==> src/hw/rtl/fgn_pkg.sv <==
// Shared types, constants and arithmetic helpers for the fractal gradient noise block.
`timescale 1ns / 1ps
`default_nettype none
package fgn_pkg;
	localparam int TableSize = 256;
	localparam int TableBits = $clog2(TableSize);
	localparam int MaxOctaves = 8;
	localparam int OctBits = $clog2(MaxOctaves);
	localparam int FracBits = 16;
	localparam int CoordBits = 32;
	localparam int FreqBits = 32;
	localparam int CountBits = 4;
	localparam int OutBits = 19;
	localparam int ValBits = FracBits + 6;
	localparam int SumBits = FracBits + 6;
	localparam int ProdBits = CoordBits + FreqBits;
	localparam int CfgIdxBits = 1;
	localparam logic [FreqBits-1:0] FreqReset = 32'd21474836;
	localparam logic [CountBits-1:0] CountReset = 4'd8;
	localparam logic [CfgIdxBits-1:0] RegBaseFrequency = 1'b0;
	localparam logic [CfgIdxBits-1:0] RegOctaveCount = 1'b1;
	localparam logic KindLoad = 1'b0;

	typedef logic signed [ValBits-1:0] val_t;

	typedef struct packed {
		logic [0:0] kind;
		logic [7:0] table_index;
		logic [7:0] table_value;
		logic signed [CoordBits-1:0] coord_x;
		logic signed [CoordBits-1:0] coord_y;
	} in_item_t;

	typedef struct packed {
		logic signed [OutBits-1:0] noise_value;
	} out_item_t;

	typedef enum logic [3:0] {
		ST_IDLE, ST_SCALE, ST_SETUP, ST_RD1, ST_RD2, ST_DOT, ST_FADE, ST_LERP, ST_ACC,
		ST_DONE
	} state_t;

	// Controller to datapath commands.
	typedef struct packed {
		logic load;
		logic start;
		logic scale;
		logic setup;
		logic rd1;
		logic rd2;
		logic dot;
		logic fade;
		logic lerp;
		logic acc;
		logic [1:0] corner;
		logic [2:0] step;
		logic emit;
	} cmd_t;

	// floor(a * b / 2^FracBits) on signed operands.
	function automatic val_t qmul(input val_t a, input val_t b);
		logic signed [2*ValBits-1:0] p;
		p = a * b;
		return val_t'(p >>> FracBits);
	endfunction
endpackage
`default_nettype wire

==> src/hw/rtl/fgn_ctrl.sv <==
// Sequencer for loads, octaves, corner hashing and blending steps.
`timescale 1ns / 1ps
`default_nettype none
module fgn_ctrl (
	input wire logic clk,
	input wire logic arst_n,
	input wire logic in_valid,
	input wire logic in_kind,
	output logic in_ready,
	input wire logic out_ready,
	output logic out_valid,
	input wire logic [fgn_pkg::CountBits-1:0] octave_count,
	output fgn_pkg::cmd_t cmd
);
	import fgn_pkg::*;
	state_t state_q, state_next;
	logic [1:0] corner_q;
	logic [2:0] step_q;
	logic [OctBits-1:0] oct_q;
	logic [OctBits-1:0] last_oct;
	logic last_corner, last_step;

	always_comb begin
		if (octave_count == '0) begin
			last_oct = '0;
		end else if (octave_count > CountBits'(MaxOctaves)) begin
			last_oct = OctBits'(MaxOctaves - 1);
		end else begin
			last_oct = OctBits'(octave_count - 1'b1);
		end
	end
	assign last_corner = (corner_q == 2'd3);
	assign last_step = (step_q == 3'd4);

	always_comb begin
		state_next = state_q;
		unique case (state_q)
			ST_IDLE: begin
				if (in_valid && in_kind != KindLoad) begin
					state_next = ST_SCALE;
				end
			end
			ST_SCALE: state_next = ST_SETUP;
			ST_SETUP: state_next = ST_RD1;
			ST_RD1: state_next = ST_RD2;
			ST_RD2: state_next = ST_DOT;
			ST_DOT: state_next = last_corner ? ST_FADE : ST_RD1;
			ST_FADE: state_next = last_step ? ST_LERP : ST_FADE;
			ST_LERP: state_next = (step_q == 3'd2) ? ST_ACC : ST_LERP;
			ST_ACC: state_next = (oct_q == last_oct) ? ST_DONE : ST_SETUP;
			ST_DONE: begin
				if (out_ready) begin
					state_next = ST_IDLE;
				end
			end
			default: state_next = ST_IDLE;
		endcase
	end

	always_comb begin
		cmd = '0;
		cmd.corner = corner_q;
		cmd.step = step_q;
		in_ready = 1'b0;
		out_valid = 1'b0;
		unique case (state_q)
			ST_IDLE: begin
				in_ready = 1'b1;
				cmd.load = in_valid && in_kind == KindLoad;
				cmd.start = in_valid && in_kind != KindLoad;
			end
			ST_SCALE: cmd.scale = 1'b1;
			ST_SETUP: cmd.setup = 1'b1;
			ST_RD1: cmd.rd1 = 1'b1;
			ST_RD2: cmd.rd2 = 1'b1;
			ST_DOT: cmd.dot = 1'b1;
			ST_FADE: cmd.fade = 1'b1;
			ST_LERP: cmd.lerp = 1'b1;
			ST_ACC: cmd.acc = 1'b1;
			ST_DONE: begin
				out_valid = 1'b1;
				cmd.emit = 1'b1;
			end
			default: ;
		endcase
	end

	always_ff @(posedge clk or negedge arst_n) begin
		if (!arst_n) begin
			state_q <= ST_IDLE;
			corner_q <= '0;
			step_q <= '0;
			oct_q <= '0;
		end else begin
			state_q <= state_next;
			if (state_q == ST_IDLE) begin
				oct_q <= '0;
			end else if (state_q == ST_ACC) begin
				oct_q <= oct_q + 1'b1;
			end
			if (state_q == ST_DOT) begin
				corner_q <= corner_q + 1'b1;
			end
			if ((state_q == ST_FADE && !last_step) ||
			    (state_q == ST_LERP && step_q != 3'd2)) begin
				step_q <= step_q + 1'b1;
			end else begin
				step_q <= '0;
			end
		end
	end
endmodule
`default_nettype wire

==> config.mk <==
export PLATFORM = sky130hd
export DESIGN_NAME = fgn_ctrl
export DESIGN_NICKNAME = d
export VERILOG_FILES = /design/src/hw/rtl/fgn_pkg.sv /design/src/hw/rtl/fgn_ctrl.sv
export SDC_FILE = /design/constraint.sdc
export NUM_CORES = 1
export LEC_CHECK = 0
export BUFFER_PORTS_ARGS = -buffer_cell sky130_fd_sc_hd__buf_2
export CORE_MARGIN = 8
export CORE_UTILIZATION = 50
export DETAILED_ROUTE_END_ITERATION = 16
export PLACE_DENSITY = 0.77
export SLEW_MARGIN = 20
export SYNTH_ARGS = -nofsm -noshare
export SYNTH_HDL_FRONTEND = slang
export SYNTH_SLANG_ARGS = --single-unit
==> constraint.sdc <==
create_clock -name clk -period 1.7 [get_ports clk]
set_input_delay 0.085 -clock clk [delete_from_list [all_inputs] [get_ports clk]]
set_output_delay 0.085 -clock clk [all_outputs]
set_load 0.005 [all_outputs]
==> qor.yml, run 1 <==
synthesis:
  synth-simple-area-share_pct: 24.8
  synth_top_area_share_pct: 33.4
  synth_top_family_by_area: "simple AND/OR/NAND/NOR gates"
  netlist_top_cells_area: "dfrtp_1 (33%), ha_1 (8.4%), nor2_1 (5.0%)"
  async_flop_share_pct: 100
  synth-adder-area-share_pct: 9.61
  syn_inst: 106
  synth_compound_area_share_pct: 19.2
  synth_commonest_cells: "dfrtp_1 (12), nor2_1 (12), inv_1 (9)"
  syn_area_um2: 898
  ys_warn_count: 0
  synth_cell_types: 36
  yosys.area.top_type: "dfrtp_1"
  synth.mux.area_fraction_pct: 1.25
  synth_edf_count: 0
  syn_area_per_cell_um2: 8.48
  ys_ff_latch: 12
  ys_seq_area_share_pct: 33.4
  ys.flop_type: "dfrtp_1"
  synth_xor_area_share_pct: 4.74
  synth.net_count: 121
job:
  max_cap_viol_count: 0
routing:
  ant_nets: 0
  firstDrtPassIters: 4
  vias: 873
  route.detailed.drc: 0
  viasPerCell: 5.39
  wl_met3_um: 85
  drt-wirelength-per-cell_um: 14.0
  wl_um: 2270
  drt_iter0_drc: 16
  top_layer_used: "met4"
  drt-met1-wl_um: 956
  routed-wl-met2_um: 1180
global_route:
  grt_pass1_vias: 872
  grt_pass1_wl_um: 3740
  grt.overflow.total: 0
  antenna_found_initial: 0
  grt_start_max_net_pins: 13
  grtUsageTotal_pct: 14.0
setup_path:
  startpoint_type: "flop"
  ff2ff_path_depth: 4
  cp_max_fo: 9
  reg2reg_slack_ns: 0.06
  cp_cell_sequence: "nor4_1, o31ai_4, a311oi_1, or3_1"
  cp_slowest_stage_delay_ns: 0.50
  timing.rr.end: "state_q[3]"
  cpLargestDelayFamily: "simple AND/OR/NAND/NOR gates"
  path_class: "flop to flop"
  cp.arrival_ns: 1.86
  cp_num_buf_inv: 0
  worstSetupEndpointType: "flop"
  cp_slowest_cell: "nor4_1"
  cp_data_required_time_ns: 1.92
  r2r-start: "oct_q[0]"
min_path:
  hold_class: "primary input to async pin"
placed_design:
  routabilityCongestion: 0.756
  hpwl_um: 1810
  port_buffers: 26
pwr:
  p_switching_mw: 0.607
  p_leak_nw: 0.596
  p_int_mw: 0.880
  p_clk_share_pct: 15.5
  vdd_drop_max_mv: 0.881
  p_sw_share_pct: 40.8
  power_density_nw_per_um2: 1300
  p_comb_share_pct: 56.3
  sequentialPowerShare_pct: 28.2
timing:
  hold_viol: 0
  max_freq_ghz: 0.610
  final_max_slew_viol_count: 0
  tightest_slew_ns: 0.475
  fin_tns_setup_ns: 0
  period_minus_slack_ns: 1.64
  grt_setup_unrepaired: "no"
  final.setup_skew_ns: 0.00192
  fin_worst_hold_slack_ns: 0.210
  fin_crit_sh_pct: 96.4
  setup_viol: 0
  max_slew_margin_pct: 68.1
floorplan:
  core_area_um2: 1710
  die_w_um: 58.4
  dieArea_um2: 3410
  design.portCount: 27
  die_h_um: 58.4
  num_rows: 15
  start_util_pct: 52.6
clocking:
  clock-sinks: 12
  tritoncts: "built"
  clock-root-buffer: "clkbuf_4"
  clk_pin_slew_worst_paths_ns: 0.08
  clock_path_buffers: 2
  post_cts_buffers: 0
  h-tree-depth: 1
  insertion_delay_ns: 0.28
  cts_inserted_buffers: 3
layout:
  area_growth_pct: 27.7
  final_layout_size_suffix_gt1_share_pct: 32.1
  n_fill_cell: 150
  ff_latch_area_um2: 300
  multiInputGateArea_um2: 561
  n_antenna_cell: 0
  final_nets: 153
outcome:
  outcome: "finished clean"
[repair_timing]
| item | CTS | global route |
|---|---|---|
| gates resized for setup | 1 | 5 |
| endpoints found under the hold margin | 12 | 0 |
| hold buffers | 1 | 0 |
| endpoints found under the setup margin | 2 | 5 |
| pin swaps | 0 | 2 |
[routing by layer]
| layer | global-route usage, % | vias to the layer above |
|---|---|---|
| met5 | 0 | - |
| met4 | 9.44 | 0 |
| met3 | 3.26 | 5 |
| met2 | 23.1 | 23 |
| met1 | 15.5 | 413 |
| li1 | - | 432 |
[worst register-to-register path: cells and delay by family, from the launching register on]
family             cells  cell delay (ns)
and+or+nand+nor        2             0.66
DFF                    1             0.48
AOI/OAI and AO/OA      2             0.43
[how the worst max path moves through the flow]
stage | start | endpoint | slack, ns | depth (start not counted)
floorplan | state_q[2] | state_q[0] | 0.16 | 5
global placement | octave_count[0] | state_q[0] | 0.07 | 8
detailed placement | octave_count[0] | state_q[3] | -0.04 | 8
CTS | state_q[2] | cmd[6] | 0.003 | 5
global route | state_q[2] | cmd[6] | 0.005 | 5
finish | oct_q[0] | state_q[3] | 0.06 | 4
[area by class of cell]
cell class              count  area share (%)
clock buffers               4            3.16
flip-flops and latches     12            26.2
repair buffers             33            16.1
well taps                  25            2.73
multi-input cells          79            48.9
inverters                   9            2.94
[power by group through the flow]
stage                     combinational [mW]  sequential, mW  clock (mW)
after floorplan                        0.497           0.419           0
after global placement                 0.788           0.418           0
after detailed placement               0.817           0.422           0
after CTS                              0.825           0.416       0.237
after global routing                   0.952           0.429       0.256
final                                  0.837           0.419       0.231
[cell families (layout without fill, tap and decap cells)]
| kind of cell | Yosys count | count (layout) |
|---|---|---|
| simple gates | 43 | 43 |
| compound gates | 24 | 24 |
| buf+inv | 15 | 46 |
| flops | 12 | 12 |
| fa+ha+maj | 7 | 7 |
| xor+xnor | 4 | 4 |
| mux | 1 | 1 |
[placed cells by master, fill, tap and decap left out, drive strengths merged, types with 3 or more instances in the layout]
master and instances:
nand2b 7, nor2 12, inv 9, a21oi 3, nand2 7, dfrtp 12, buf 32, clkbuf 4
ha 6, nor3 6, or3 4, o21ai 7
[through the flow]
| stage | utilization (%) | instance area, um2 | std cells | total power, mW | setup slack (ns) |
|---|---|---|---|---|---|
| after detailed placement | 63.4 | 1080 | 158 | 1.24 | -0.0449 |
| after CTS | 66.3 | 1130 | 163 | 1.48 | 0.00272 |
| after global routing | 67.2 | 1150 | 162 | 1.64 | 0.00539 |
| final | 67.2 | 1150 | 162 | 1.49 | 0.0620 |
| after floorplan | - | 898 | 106 | 0.915 | 0.164 |
| after global placement | 63.4 | 1080 | 158 | 1.21 | 0.0726 |
[sequential cells by signal, indices dropped and copies added (netlist names)]
| name | count |
|---|---|
| step_q | 3 |
| oct_q | 3 |
| corner_q | 2 |
| state_q | 4 |
No activity file was read; power rests on OpenSTA's default activity.
==> run 2: changes to the inputs <==
--- a/config.mk
+++ b/config.mk
@@ -9,6 +9,7 @@
 export CORE_MARGIN = 8
 export CORE_UTILIZATION = 50
 export DETAILED_ROUTE_END_ITERATION = 16
+export MAX_ROUTING_LAYER = met4
 export PLACE_DENSITY = 0.77
 export SLEW_MARGIN = 20
 export SYNTH_ARGS = -nofsm -noshare
==> qor.yml, run 2 (synthesis gave the netlist of run 1 again) <==
global_route:
  grt_pass1_wl_um: 3750  # +0.19%
  grt_start_max_net_pins: 13  # unchanged
  top_usage_layer: "met2"
  grtUsageTotal_pct: 14.4  # +0.41 points
  use_met2_pct: 23.1  # unchanged
  grt.overflow.total: 0  # unchanged
  use_met1_pct: 15.8  # +0.25 points
  grt_util_met3_pct: 3.04  # -0.22 points
  grt_pass1_vias: 869  # -0.34%
  antenna_found_initial: 0  # unchanged
clocking:
  h-tree-depth: 1  # unchanged
  clock-root-buffer: "clkbuf_4"
  insertion_delay_ns: 0.29  # about the same
  cts_inserted_buffers: 3  # unchanged
  tritoncts: "built"
  clk_pin_slew_worst_paths_ns: 0.08  # about the same
  clock-sinks: 12  # unchanged
  clock_path_buffers: 2  # unchanged
  post_cts_buffers: 0  # unchanged
setup_path:
  cpLargestDelayFamily: "simple AND/OR/NAND/NOR gates"
  cp_data_required_time_ns: 1.93  # about the same
  worstSetupEndpointType: "flop"
  cp_max_fo: 9  # unchanged
  cp_num_buf_inv: 0  # unchanged
  cp_cell_sequence: "nor4_1, o31ai_4, a311oi_1, or3_1"
  path_class: "flop to flop"
  cp.arrival_ns: 1.87  # about the same
  cp_slowest_stage_delay_ns: 0.50  # about the same
  startpoint_type: "flop"
  cp_slowest_cell: "nor4_1"
pwr:
  p_comb_share_pct: 56.1  # -0.2 points
  vdd_drop_max_mv: 0.882  # +0.15%
  p_clk_share_pct: 15.8  # +0.3 points
  p_int_mw: 0.880  # about the same
  p_sw_share_pct: 41.0  # +0.21 points
  power_density_nw_per_um2: 1300  # +0.39%
  finalPower_mw: 1.49  # +0.39%
  sequentialPowerShare_pct: 28.1  # about the same
  p_switching_mw: 0.612  # +0.91%
  p_leak_nw: 0.596  # unchanged
floorplan:
  num_rows: 15  # unchanged
  dieArea_um2: 3410  # unchanged
  die_h_um: 58.4  # unchanged
  core_area_um2: 1710  # unchanged
  design.portCount: 27  # unchanged
  die_w_um: 58.4  # unchanged
  start_util_pct: 52.6  # unchanged
placed_design:
  routabilityCongestion: 0.766  # +1.3%
  port_buffers: 26  # unchanged
  dp_cells: 158  # unchanged
  hpwl_um: 1810  # unchanged
layout:
  largestRegisters: "state_q (4), oct_q (3), step_q (3)"
  final_common_cell: "buf_2"
  instances_no_fill: 162  # unchanged
  n_antenna_cell: 0  # unchanged
  final_layout_size_suffix_gt1_share_pct: 32.1  # unchanged
  largest-register: "state_q"
  final_nets: 153  # unchanged
  area_growth_pct: 27.7  # unchanged
  n_fill_cell: 150  # unchanged
  largest_reg_flops: 4  # unchanged
  final_cell_mix: "buf_2 (26), dfrtp_1 (12), nor2_1 (11)"
routing:
  wl_um: 2290  # +0.75%
  route.detailed.drc: 0  # unchanged
  firstDrtPassIters: 4  # unchanged
  ant_nets: 0  # unchanged
  vias: 881  # +0.92%
  drt_iter0_drc: 17  # +1
  viasPerCell: 5.44  # +0.92%
  drt-wirelength-per-cell_um: 14.1  # +0.75%
timing:
  grt_setup_unrepaired: "no"
  setup_viol: 0  # unchanged
  max_slew_margin_pct: 68.1  # +0.076 points
  fin_tns_setup_ns: 0  # unchanged
  hold_viol: 0  # unchanged
  final_max_slew_viol_count: 0  # unchanged
  tightest_slew_ns: 0.473  # -0.00112 ns
  max_freq_ghz: 0.610  # -0.13%
  fin_crit_sh_pct: 96.5  # +0.13 points
  period_minus_slack_ns: 1.64  # +0.00215 ns
  final.setup_skew_ns: 0.00307  # +0.00115 ns
min_path:
  hold_class: "primary input to async pin"
job:
  max_cap_viol_count: 0  # unchanged
outcome:
  outcome: "finished clean"
run 2: cell counts in the layout (fill, tap and decap cells not counted):
No cell type changed its count.
run 2: power groups by stage:
stage | Clock, mW | Sequential [mW] | Combinational (mW)
6_report | 0.236 | 0.419 | 0.838
3_5_place_dp | 0 | 0.422 | 0.817
5_1_grt | 0.256 | 0.429 | 0.952
3_3_place_gp | 0 | 0.418 | 0.788
2_1_floorplan | 0 | 0.419 | 0.497
4_1_cts | 0.237 | 0.416 | 0.825
run 2: worst paths after layout:
kind / endpoint / depth (start not counted) / slack, ns / from
min in group clk: state_q[0] / 3 / 0.32 / out_ready
worst max register to register: state_q[3] / 4 / 0.06 / oct_q[0]
worst min register to register: step_q[0] / 1 / 0.50 / step_q[0]
max in group asynchronous: corner_q[1] / 2 / 1.28 / arst_n
worst max-delay path: state_q[3] / 4 / 0.06 / oct_q[0]
worst min-delay path: oct_q[0] / 2 / 0.20 / arst_n
run 2: worst register-to-register path: stages, from the launching register on:
cell	delay (ns)
dfrtp_1	0.49
nor4_1	0.50
o31ai_4	0.12
a311oi_1	0.31
or3_1	0.16
run 2: repair_timing:
item                                    4_1_cts  5_1_grt
gates resized for setup                       1        5
hold endpoints to repair                     12        0
endpoints found under the setup margin        2        5
hold buffers                                  1        0
pin swaps                                     0        2
run 2: layout make-up:
cell class | instances | area [um2] | area share, %
tap | 25 | 31.3 | 2.73
clock buffer | 4 | 36.3 | 3.16
sequential | 12 | 300 | 26.2
multi-input combinational | 79 | 561 | 48.9
timing repair buffer | 33 | 185 | 16.1
inverter | 9 | 33.8 | 2.94
run 2: stage by stage:
step,setup WS [ns],cell area (um2),hold WS [ns],util (%)
floorplan,0.164,898,-0.211,-
global placement,0.0726,1080,-0.0221,63.4
detailed placement,-0.0449,1080,-0.0212,63.4
CTS,0.00272,1130,0.206,66.3
global route,0.00539,1150,0.225,67.2
finish,0.0598,1150,0.204,67.2
run 2: per-layer routing:
metal,vias to the layer above,share of wire (%)
met1,416,42
li1,433,-
met3,6,4.0
met4,0,2.2
met5,-,0
met2,26,51
